--- config.mk ---
export PLATFORM = sky130hd
export DESIGN_NAME = ragm_ctrl
export DESIGN_NICKNAME = d
export VERILOG_FILES = /design/src/hdl/ragm_pkg.sv /design/src/hdl/ragm_ctrl.sv
export SDC_FILE = /design/constraint.sdc
export NUM_CORES = 1
export LEC_CHECK = 0
export BUFFER_PORTS_ARGS = -buffer_cell sky130_fd_sc_hd__buf_2
export CORE_AREA = 2 2 39 41
export DETAILED_ROUTE_END_ITERATION = 10
export DIE_AREA = 0 0 41 43
export PLACE_DENSITY = 0.65
export SYNTH_ARGS = -nofsm -noshare
export SYNTH_HDL_FRONTEND = slang
export SYNTH_SLANG_ARGS = --single-unit
--- constraint.sdc ---
create_clock -name aclk -period 3.2 [get_ports aclk]
set_input_delay 0.16 -clock aclk [delete_from_list [all_inputs] [get_ports aclk]]
set_output_delay 0.16 -clock aclk [all_outputs]
set_load 0.02 [all_outputs]
--- src/hdl/ragm_pkg.sv ---
// Shared types and constants of the range-add / global-maximum tree.
package ragm_pkg;

    localparam int RANGE_W   = 10;
    localparam int DELTA_W   = 32;
    localparam int RESULT_W  = 32;

    localparam int S_LOW_LSB   = 0;
    localparam int S_HIGH_LSB  = S_LOW_LSB + RANGE_W;
    localparam int S_DELTA_LSB = S_HIGH_LSB + RANGE_W;
    localparam int S_TDATA_W   = 56;
    localparam int M_TDATA_W   = 32;

    // Datapath commands issued by the controller.
    typedef enum logic [3:0] {
        OP_NONE,
        OP_CLEAR,
        OP_LOAD,
        OP_RD_CUR,
        OP_LD_CUR,
        OP_LD_ROOT,
        OP_RD_LEFT,
        OP_PUSH_L,
        OP_PUSH_R,
        OP_COVER,
        OP_DESCEND,
        OP_ASCEND,
        OP_FIX_A,
        OP_FIX_B,
        OP_FIX_C,
        OP_OUTPUT
    } op_t;

    // Datapath status seen by the controller.
    typedef struct packed {
        logic clear_last;
        logic empty;
        logic covered;
        logic leaf;
        logic pend_nz;
        logic stack_empty;
        logic can_right;
    } status_t;

endpackage

--- src/hdl/ragm_ctrl.sv ---
// Controller state machine that sequences the tree walk and the result handshake.
module ragm_ctrl (
    input  logic               aclk,
    input  logic               aresetn,
    input  logic               s_tvalid,
    output logic               s_tready,
    output logic               m_tvalid,
    input  logic               m_tready,
    input  ragm_pkg::status_t  status,
    output ragm_pkg::op_t      op
);

    typedef enum logic [3:0] {
        ST_CLEAR,
        ST_IDLE,
        ST_NODE_RD,
        ST_GET_ROOT,
        ST_GET_NODE,
        ST_PUSH_RD,
        ST_PUSH_L,
        ST_PUSH_R,
        ST_COVER,
        ST_DESCEND,
        ST_ASCEND,
        ST_FIX_A,
        ST_FIX_B,
        ST_FIX_C,
        ST_DONE
    } state_t;

    state_t state_reg;
    state_t state_next;
    logic   m_tvalid_reg;
    logic   m_tvalid_next;

    assign s_tready = state_reg == ST_IDLE;
    assign m_tvalid = m_tvalid_reg;

    always_comb begin
        state_next    = state_reg;
        m_tvalid_next = m_tvalid_reg && !m_tready;
        op            = ragm_pkg::OP_NONE;
        case (state_reg)
            ST_CLEAR: begin
                op = ragm_pkg::OP_CLEAR;
                if (status.clear_last) begin
                    state_next = ST_IDLE;
                end
            end
            ST_IDLE: begin
                if (s_tvalid) begin
                    op         = ragm_pkg::OP_LOAD;
                    state_next = ST_NODE_RD;
                end
            end
            ST_NODE_RD: begin
                op         = ragm_pkg::OP_RD_CUR;
                state_next = status.empty ? ST_GET_ROOT : ST_GET_NODE;
            end
            ST_GET_ROOT: begin
                op         = ragm_pkg::OP_LD_ROOT;
                state_next = ST_DONE;
            end
            ST_GET_NODE: begin
                op = ragm_pkg::OP_LD_CUR;
                if (status.pend_nz && !status.leaf) begin
                    state_next = ST_PUSH_RD;
                end else if (status.covered) begin
                    state_next = ST_COVER;
                end else begin
                    state_next = ST_DESCEND;
                end
            end
            ST_PUSH_RD: begin
                op         = ragm_pkg::OP_RD_LEFT;
                state_next = ST_PUSH_L;
            end
            ST_PUSH_L: begin
                op         = ragm_pkg::OP_PUSH_L;
                state_next = ST_PUSH_R;
            end
            ST_PUSH_R: begin
                op         = ragm_pkg::OP_PUSH_R;
                state_next = status.covered ? ST_COVER : ST_DESCEND;
            end
            ST_COVER: begin
                op         = ragm_pkg::OP_COVER;
                state_next = ST_ASCEND;
            end
            ST_DESCEND: begin
                op         = ragm_pkg::OP_DESCEND;
                state_next = ST_NODE_RD;
            end
            ST_ASCEND: begin
                op = ragm_pkg::OP_ASCEND;
                if (status.stack_empty) begin
                    state_next = ST_DONE;
                end else if (status.can_right) begin
                    state_next = ST_NODE_RD;
                end else begin
                    state_next = ST_FIX_A;
                end
            end
            ST_FIX_A: begin
                op         = ragm_pkg::OP_FIX_A;
                state_next = ST_FIX_B;
            end
            ST_FIX_B: begin
                op         = ragm_pkg::OP_FIX_B;
                state_next = ST_FIX_C;
            end
            ST_FIX_C: begin
                op         = ragm_pkg::OP_FIX_C;
                state_next = ST_ASCEND;
            end
            ST_DONE: begin
                if (!m_tvalid_reg || m_tready) begin
                    op            = ragm_pkg::OP_OUTPUT;
                    m_tvalid_next = 1'b1;
                    state_next    = ST_IDLE;
                end
            end
            default: begin
                state_next = ST_IDLE;
            end
        endcase
    end

    always_ff @(posedge aclk) begin
        if (!aresetn) begin
            state_reg    <= ST_CLEAR;
            m_tvalid_reg <= 1'b0;
        end else begin
            state_reg    <= state_next;
            m_tvalid_reg <= m_tvalid_next;
        end
    end

`ifndef SYNTHESIS
    a_done_at_root: assert property (@(posedge aclk) disable iff (!aresetn)
        (state_reg == ST_DONE) |-> status.stack_empty)
        else $error("walk finished with ancestors still on the stack");
    a_output_raises_valid: assert property (@(posedge aclk) disable iff (!aresetn)
        (op == ragm_pkg::OP_OUTPUT) |=> m_tvalid_reg)
        else $error("result loaded without a valid beat");
`endif

endmodule

# == After elaboration in Yosys (flattened, before gate mapping) ==
# Cells that the tools add are included.
# word_totals
in_bits,11
register_bits,5
romBits,0
elab_cells,42
latchBits,0
ramBits,0
output_inout_bits,6
mem_count,0
# op_classes
shifts,0
bitwise,0
eq_ne,17
reduce_logical,9
n_mul,0
n_addsub,0
div_mod_pow,0
magnitude_cmp,0
muxes,14
# ops
operator,n
$pmux 4 s15,1
$pmux 4 s14,1
$eq 4x4->1 const B,7
$mux 4,7
$eq 4x3->1 const B,4
$eq 4x2->1 const B,2
$ne 2x2->1 const B,3
$eq 4x1->1 const B,1
$logic_not 4->1,1
$logic_not 1->1,3
$mux 1,3
$mux 3,1
$reduce_and 3->1,1
$logic_and 1x1->1,2
$mux 2,1
$reduce_or 2->1,1
$logic_or 1x1->1,1

# == Depth between registers and ports, before layout ==
# Gate-level depths: netlist (run 1).
# logic_depth
depth_word,4
ltp_mapped,5

# == Worst setup path after synthesis (run 1) ==
# OpenSTA, ideal clock, no wires.
# synth_timing
path_type,flip-flop to output port
from,register state_reg[2]
to,output port s_tready
required_ns,3.040
arrival_ns,1.263
setup_slack_ns,1.777
stages_incl_launch_ff,3
cell_sequence,dfxtp_1 clkbuf_1 nor4_1
# synth_between
elab_chain_cells,1
# synth_rtl
element,line,source
from (decl),ragm_ctrl.sv:31,state_t state_reg;
from (signal assigned),ragm_ctrl.sv:134,state_reg <= state_next;
$eq 4x1->1,ragm_ctrl.sv:36,assign s_tready = state_reg == ST_IDLE;
to (decl),ragm_ctrl.sv:6,"output logic s_tready,"
# Every way passes these cells.

# == Worst setup path after layout (run 1) ==
# layout_timing
from,register state_reg[1]
to,output port op[0]
# layout_between
elab_chain_cells,2
# layout_rtl
element,line,source
"$eq 4x4->1, or another cell as far along",ragm_ctrl.sv:43,case (state_reg)
$pmux 4 s15 *,ragm_ctrl.sv:43,
to (decl),ragm_ctrl.sv:10,output ragm_pkg::op_t op
# Mark *: on every way between the ends. The rest lies on a longest branch, timed or not.

==> results of run 1 <==
## critical path, delay by kind of cell, from the launching register on
family | cells | cell delay, ns
AO/OA/AOI/OAI | 2 | 0.39
buffers and inverters | 2 | 0.39
flip-flops | 1 | 0.59
## area by class of cell
class / instances / area (um^2)
Clock buffer: 4 / 26.3
Timing Repair Buffer: 16 / 80.1
Multi-Input combinational cell: 52 / 325
Fill cell: 150 / 813
Inverter: 5 / 18.8
Tap cell: 16 / 20.0
Sequential cell: 5 / 100
## kinds of logic after synthesis
| group | after synthesis | synth area share |
|---|---|---|
| mux | 1 | 0.0244 |
| fa+ha+maj | 1 | 0.0244 |
| simple gates | 20 | 0.211 |
| buf+inv | 9 | 0.0786 |
| compound gates | 30 | 0.444 |
| flops | 5 | 0.217 |
## power groups by stage
| stage | combinational [mW] | clock, mW | sequential (mW) |
|---|---|---|---|
| after floorplan | 0.0540 | 0 | 0.0714 |
| after global placement | 0.0653 | 0 | 0.0807 |
| after detailed placement | 0.0651 | 0 | 0.0808 |
| after CTS | 0.0656 | 0.0747 | 0.0796 |
| after global routing | 0.0726 | 0.0790 | 0.0816 |
| final | 0.0656 | 0.0738 | 0.0801 |
## path summary, 6_finish.rpt
| check | to | slack [ns] |
|---|---|---|
| hold / removal | state_reg[1]$_SDFFE_PN0P_ | 0.14 |
| hold reg to reg | m_tvalid$_SDFF_PN0_ | 0.58 |
| setup / recovery | op[0] | 1.42 |
| setup reg to reg | state_reg[0]$_SDFFE_PN0P_ | 1.58 |
## Yosys cell counts (all sizes together)
master and n:
inv 5, mux2 1, o2111ai 1, maj3 1
a31oi 2, o22ai 1, o211ai 1, nand2b 5
buf 2, nor3 1, a211oi 2, dfxtp 5
clkbuf 2, o21ai 7, o22a 1, a21oi 5
nand3 1, nor4 1, nor2 4, nand2 6
a41o 1, a311oi 1, nor2b 1, a221o 1
o31ai 4, nand4 1, a22o 1, a222oi 1
o311ai 1
## metal layers
layer / track usage / wire (um) / vias to the layer above
met5: 0 / 0 / -
met1: 0.203 / 549 / 251
met2: 0.269 / 608 / 28
met4: 0.0200 / 7 / 0
met3: 0.0471 / 102 / 2
li1: - / - / 289
==> flow_metrics.env, run 1 <==
export IMPL_worstMarginPinSlew_ns=0.526
export IMPL_ant_nets=0
export IMPL_netlist_instances=66
export IMPL_first_global_vias=484
export IMPL_path_clk_slew_ns=0.04
export IMPL_dpl_cell_count=94
export IMPL_rr_startpoint="state_reg[0]$_SDFFE_PN0P_"
export IMPL_drt_wirelength_per_cell_um=12.9
export IMPL_p_int_uw=143
export IMPL_critical_path_required_ns=3.04
export IMPL_power_density_nw_per_um2=385
export IMPL_final_cell_mix="16 x buf_2, 6 x nand2_1"
export IMPL_dp_hpwl_um=958
export IMPL_timing_clock_skew_ns=0.00370
export IMPL_finalCriticalPeriod_ns=1.78
export IMPL_dieWidth_um=41
export IMPL_vias=570
export IMPL_worst_slack_ns=1.42
export IMPL_max_freq_mhz=562
export IMPL_vias_per_cell=5.82
export IMPL_dieArea_um2=1760
export IMPL_yosysWarnings=0
export IMPL_start_kind="flip-flop"
export IMPL_status="completed"
export IMPL_clock_power_share=0.336
export IMPL_gp_congestion=0.777
export IMPL_cts_buffers=3
export IMPL_grt_max_degree=17
export IMPL_slew_limit_headroom=0.649
export IMPL_leakage_nw=0.228
export IMPL_fin_setup_tns_ns=0
export IMPL_ys_top_cells_by_area="dfxtp_1 22%, nand2b_1 6.8%, o31ai_1 6.5%, a21oi_1 5.4%, o21ai_0 5.4%"
export IMPL_nets=94
export IMPL_routed_wl_mm=1.27
export IMPL_ctsResizeCount=0
export IMPL_crit_chain="inv_1 -> o31ai_1 -> a21oi_1 -> buf_2"
export IMPL_cts_sinks=5
export IMPL_hold_viol_final=0
export IMPL_holdWs_ns=0.142
export IMPL_p_switching_uw=76.5
export IMPL_finalCritPeriodShare=0.556
export IMPL_cts_hold_buf=0
export IMPL_whs_path_depth=2
export IMPL_crit_start="state_reg[1]$_SDFFE_PN0P_"
export IMPL_pre_cts_slack_ns=1.60
export IMPL_start_util=0.334
export IMPL_fp_dieH_um=43
export IMPL_synth_top_area_frac=0.217
export IMPL_endpoint_kind="primary output"
export IMPL_port_buffers=16
export IMPL_syn_to_final_growth_pct=23.6
export IMPL_place_area_um2=544
export IMPL_floorplan_io_pins=17
export IMPL_synthesis_area_um2=462
export IMPL_route_detailed_drc=0
export IMPL_vdd_ir_drop_max_mv=0.139
export IMPL_drtIter0Drc=26
export IMPL_cp_slowest_cell="dfxtp_1"
export IMPL_crit_arrival_ns=1.62
export IMPL_clockRootBuffer="clkbuf_4"
export IMPL_insertion_delay_ns=0.25
export IMPL_synth_seq_area_share=0.217
export IMPL_syn_nets=77
export IMPL_reg2reg_depth=4
export IMPL_track_usage=0.162
export IMPL_combPwrFrac=0.299
export IMPL_num_antenna_cells=0
export IMPL_timing_final_setup_violations=0
export IMPL_layout_cells_non_filler=98
export IMPL_grt_overflow_total=0
export IMPL_final_common_cell="buf_2"
export IMPL_hp_start="aresetn"
export IMPL_grt_pass1_wl_mm=2.01
export IMPL_final_area_um2=571
export IMPL_max_stage_delay_ns=0.59
export IMPL_cts_max_level=1
export IMPL_fp_row_count=14
export IMPL_hold_path_class="input port to flip-flop"
export IMPL_yosysTopAreaCell="dfxtp_1"
export IMPL_finalMaxSlewViolations=0
export IMPL_grt_antenna_before_repair=0
export IMPL_post_cts_setup_buffers=0
export IMPL_ys_ff_latch=5
export IMPL_dr_pass1_iters=4
export IMPL_largest_reg_flops=4
export IMPL_final_layout_size_suffix_gt1_frac=0.280
export IMPL_drv_cap=0
export IMPL_final_core_util=0.412
export IMPL_avgSynthCellArea_um2=7.00
export IMPL_seqPwrFrac=0.365
export IMPL_cts_buffer_depth=2
export IMPL_cp_max_fo=13
export IMPL_critPathKind="flip-flop to primary output"
export IMPL_fp_coreArea_um2=1380
export IMPL_ys_types=31
export IMPL_p_sw_frac=0.348
export IMPL_rsz0062_at_grt="no"
export IMPL_fin_total_pwr_uw=219
export IMPL_cts_tree="built"
(Power assumes the default switching activity.)
==> run 2: changes to the inputs <==
--- a/config.mk
+++ b/config.mk
@@ -5,11 +5,12 @@
 export SDC_FILE = /design/constraint.sdc
 export NUM_CORES = 1
 export LEC_CHECK = 0
+export ABC_AREA = 1
 export BUFFER_PORTS_ARGS = -buffer_cell sky130_fd_sc_hd__buf_2
-export CORE_AREA = 2 2 39 41
+export CORE_MARGIN = 1.5
+export CORE_UTILIZATION = 44
 export DETAILED_ROUTE_END_ITERATION = 10
-export DIE_AREA = 0 0 41 43
-export PLACE_DENSITY = 0.65
+export PLACE_DENSITY = 0.77
 export SYNTH_ARGS = -nofsm -noshare
 export SYNTH_HDL_FRONTEND = slang
 export SYNTH_SLANG_ARGS = --single-unit
==> constraint.sdc (replaced) <==
create_clock -name aclk -period 1.6 [get_ports aclk]
set_input_delay 0.08 -clock aclk [delete_from_list [all_inputs] [get_ports aclk]]
set_output_delay 0.08 -clock aclk [all_outputs]
set_load 0.02 [all_outputs]
==> run 2 against run 1 <==
  * Global-route usage is 5.5 points higher
  * Clock skew is 0.0036 ns lower
  * Design area is 23% higher
  * Final cell count is 46% higher
  * First-iteration DRC count is 12% higher
  * Critical endpoint is now op[2]
  * Highest routed layer unchanged
==> flow_metrics.env, run 2 <==
export IMPL_p_switching_uw=621
export IMPL_endpoint_kind="primary output"
export IMPL_status="completed"
export IMPL_fp_row_count=12
export IMPL_p_sw_frac=0.541
export IMPL_final_layout_size_suffix_gt1_frac=0.302
export IMPL_critPathKind="flip-flop to primary output"
export IMPL_grt_overflow_total=0
export IMPL_first_global_vias=570
export IMPL_gp_congestion=0.908
export IMPL_avgSynthCellArea_um2=5.27
export IMPL_num_antenna_cells=0
export IMPL_cts_buffers=3
export IMPL_leakage_nw=0.434
export IMPL_drv_cap=0
export IMPL_cts_buffer_depth=2
export IMPL_timing_final_setup_violations=0
export IMPL_port_buffers=16
export IMPL_drt_wirelength_per_cell_um=9.91
export IMPL_finalCritPeriodShare=0.953
export IMPL_finalMaxSlewViolations=0
export IMPL_synthesis_area_um2=574
export IMPL_seqPwrFrac=0.199
export IMPL_power_density_nw_per_um2=1630
export IMPL_synthTopCellsByCount="39 x nand2_1, 15 x nor2_1, 12 x inv_1"
export IMPL_final_cell_mix="39 x nand2_1, 16 x buf_2, 15 x nor2_1, 12 x inv_1, 7 x nand3_1"
export IMPL_yosysWarnings=0
export IMPL_critical_path_required_ns=1.52
export IMPL_vias_per_cell=4.92
export IMPL_netlist_instances=109
export IMPL_track_usage=0.216
export IMPL_dieWidth_um=39.1
export IMPL_combPwrFrac=0.674
export IMPL_clock_power_share=0.127
export IMPL_fp_dieH_um=39.1
export IMPL_routed_wl_mm=1.42
export IMPL_hold_path_class="input port to flip-flop"
export IMPL_rsz0062_at_grt="no"
export IMPL_cts_tree="built"
export IMPL_vdd_ir_drop_max_mv=0.888
export IMPL_dp_hpwl_mm=1.20
export IMPL_insertion_delay_ns=0.24
export IMPL_slew_limit_headroom=0.864
export IMPL_yosysTopAreaCell="nand2_1"
export IMPL_drtIter0Drc=29
export IMPL_dr_pass1_iters=4
export IMPL_dr_max_layer_used="met4"
export IMPL_cts_hold_buf=0
export IMPL_cts_max_level=1
export IMPL_cts_sinks=5
export IMPL_hold_viol_final=0
export IMPL_clockRootBuffer="clkbuf_4"
export IMPL_max_freq_mhz=656
export IMPL_vias=704
export IMPL_route_detailed_drc=0
export IMPL_fin_setup_tns_ns=0
export IMPL_finalCriticalPeriod_ns=1.53
export IMPL_start_kind="flip-flop"
export IMPL_final_core_util=0.607
export IMPL_route_met3_wl_um=84
export IMPL_p_int_uw=525
export IMPL_wl_met1_um=655
export IMPL_final_area_um2=702
export IMPL_start_util=0.497
export IMPL_synth_top_area_frac=0.255
export IMPL_synth_most_common_cell="nand2_1"
export IMPL_final_common_cell="nand2_1"
export IMPL_syn_nets=120
export IMPL_cp_max_fo=5
export IMPL_worst_slack_ns=0.0748
export IMPL_ys_ff_latch=5
export IMPL_ys_top_cells_by_area="nand2_1 25%, dfxtp_1 17%, nor2_1 9.8%, inv_1 7.8%, nand3_1 6.1%"
export IMPL_nets=141
export IMPL_grt_max_degree=7
export IMPL_floorplan_io_pins=17
export IMPL_ys_types=19
export IMPL_dieArea_um2=1530
export IMPL_grt_antenna_before_repair=0
export IMPL_path_clk_slew_ns=0.04
export IMPL_synth_seq_area_share=0.174
export IMPL_nFillCells=122
export IMPL_syn_to_final_growth_pct=22.2
export IMPL_pre_cts_slack_ns=0.283
export IMPL_largest_reg_flops=4
export IMPL_timing_clock_skew_ns=0.000139
export IMPL_route_met2_wl_um=662
export IMPL_place_area_um2=672
export IMPL_worstMarginPinSlew_ns=0.203
export IMPL_synthFlopType="dfxtp_1"
export IMPL_fp_coreArea_um2=1160
export IMPL_grt_pass1_wl_mm=2.21
export IMPL_synth_edff_count=0
export IMPL_crit_arrival_ns=1.45
export IMPL_ant_nets=0
export IMPL_synthArstFlopShare=0
[run 2: area by class of cell]
type	count	area (um^2)	share of cell area
timing repair buffer	16	80.1	0.114
sequential	5	104	0.148
multi-input combinational	87	410	0.585
clock buffer	4	26.3	0.0374
tap	14	17.5	0.0250
inverter	17	63.8	0.0909
[run 2: cells by family after synthesis]
kind of cell,after synthesis,synth area share
AO/OA/AOI/OAI,8,0.0915
buffers and inverters,17,0.111
flip-flops,5,0.174
AND/OR/NAND/NOR,79,0.623
[run 2: layer usage]
metal,global-route usage,up-vias
li1,-,381
met1,0.281,301
met2,0.354,20
met3,0.0347,2
met4,0.0776,0
met5,0,-
[run 2: worst paths after layout]
kind                                  start                         to  slack [ns]  cells past startpoint
setup reg to reg  state_reg[0]$_SDFFE_PN0P_  state_reg[0]$_SDFFE_PN0P_        0.33                      9
setup / recovery  state_reg[0]$_SDFFE_PN0P_                      op[2]        0.07                      8
hold / removal                      aresetn  state_reg[3]$_SDFFE_PN0P_        0.05                      3
hold reg to reg         m_tvalid$_SDFF_PN0_        m_tvalid$_SDFF_PN0_        0.52                      2
[run 2: worst max-delay path, stage by stage, from the launching register on]
cell and delay [ns]:
dfxtp_1 0.42, inv_2 0.09, nand2_2 0.12, nor2_2 0.07, nand2_1 0.08, nand2_1 0.08
nor2_1 0.10, nand4_1 0.08, buf_2 0.16
[run 2: stage by stage]
| step | power [mW] | std cells | hold slack [ns] |
|---|---|---|---|
| 3_5_place_dp | 0.992 | 139 | 0.296 |
| 5_1_grt | 1.26 | 143 | 0.0698 |
| 4_1_cts | 1.15 | 143 | 0.0437 |
| 2_1_floorplan | 0.804 | 109 | 0.178 |
| 6_report | 1.15 | 143 | 0.0491 |
| 3_3_place_gp | 0.984 | 139 | 0.294 |
[run 2: repair_timing]
| action | CTS | global route |
|---|---|---|
| endpoints found under the setup margin | 0 | 3 |
| resized for setup | 0 | 3 |
| setup buffers | 0 | 0 |
[run 2: power groups by stage]
stage	sequential [mW]	clock, mW	combinational, mW
floorplan	0.211	0	0.593
global placement	0.220	0	0.764
detailed placement	0.222	0	0.769
CTS	0.220	0.151	0.775
global route	0.233	0.161	0.862
finish	0.228	0.146	0.772
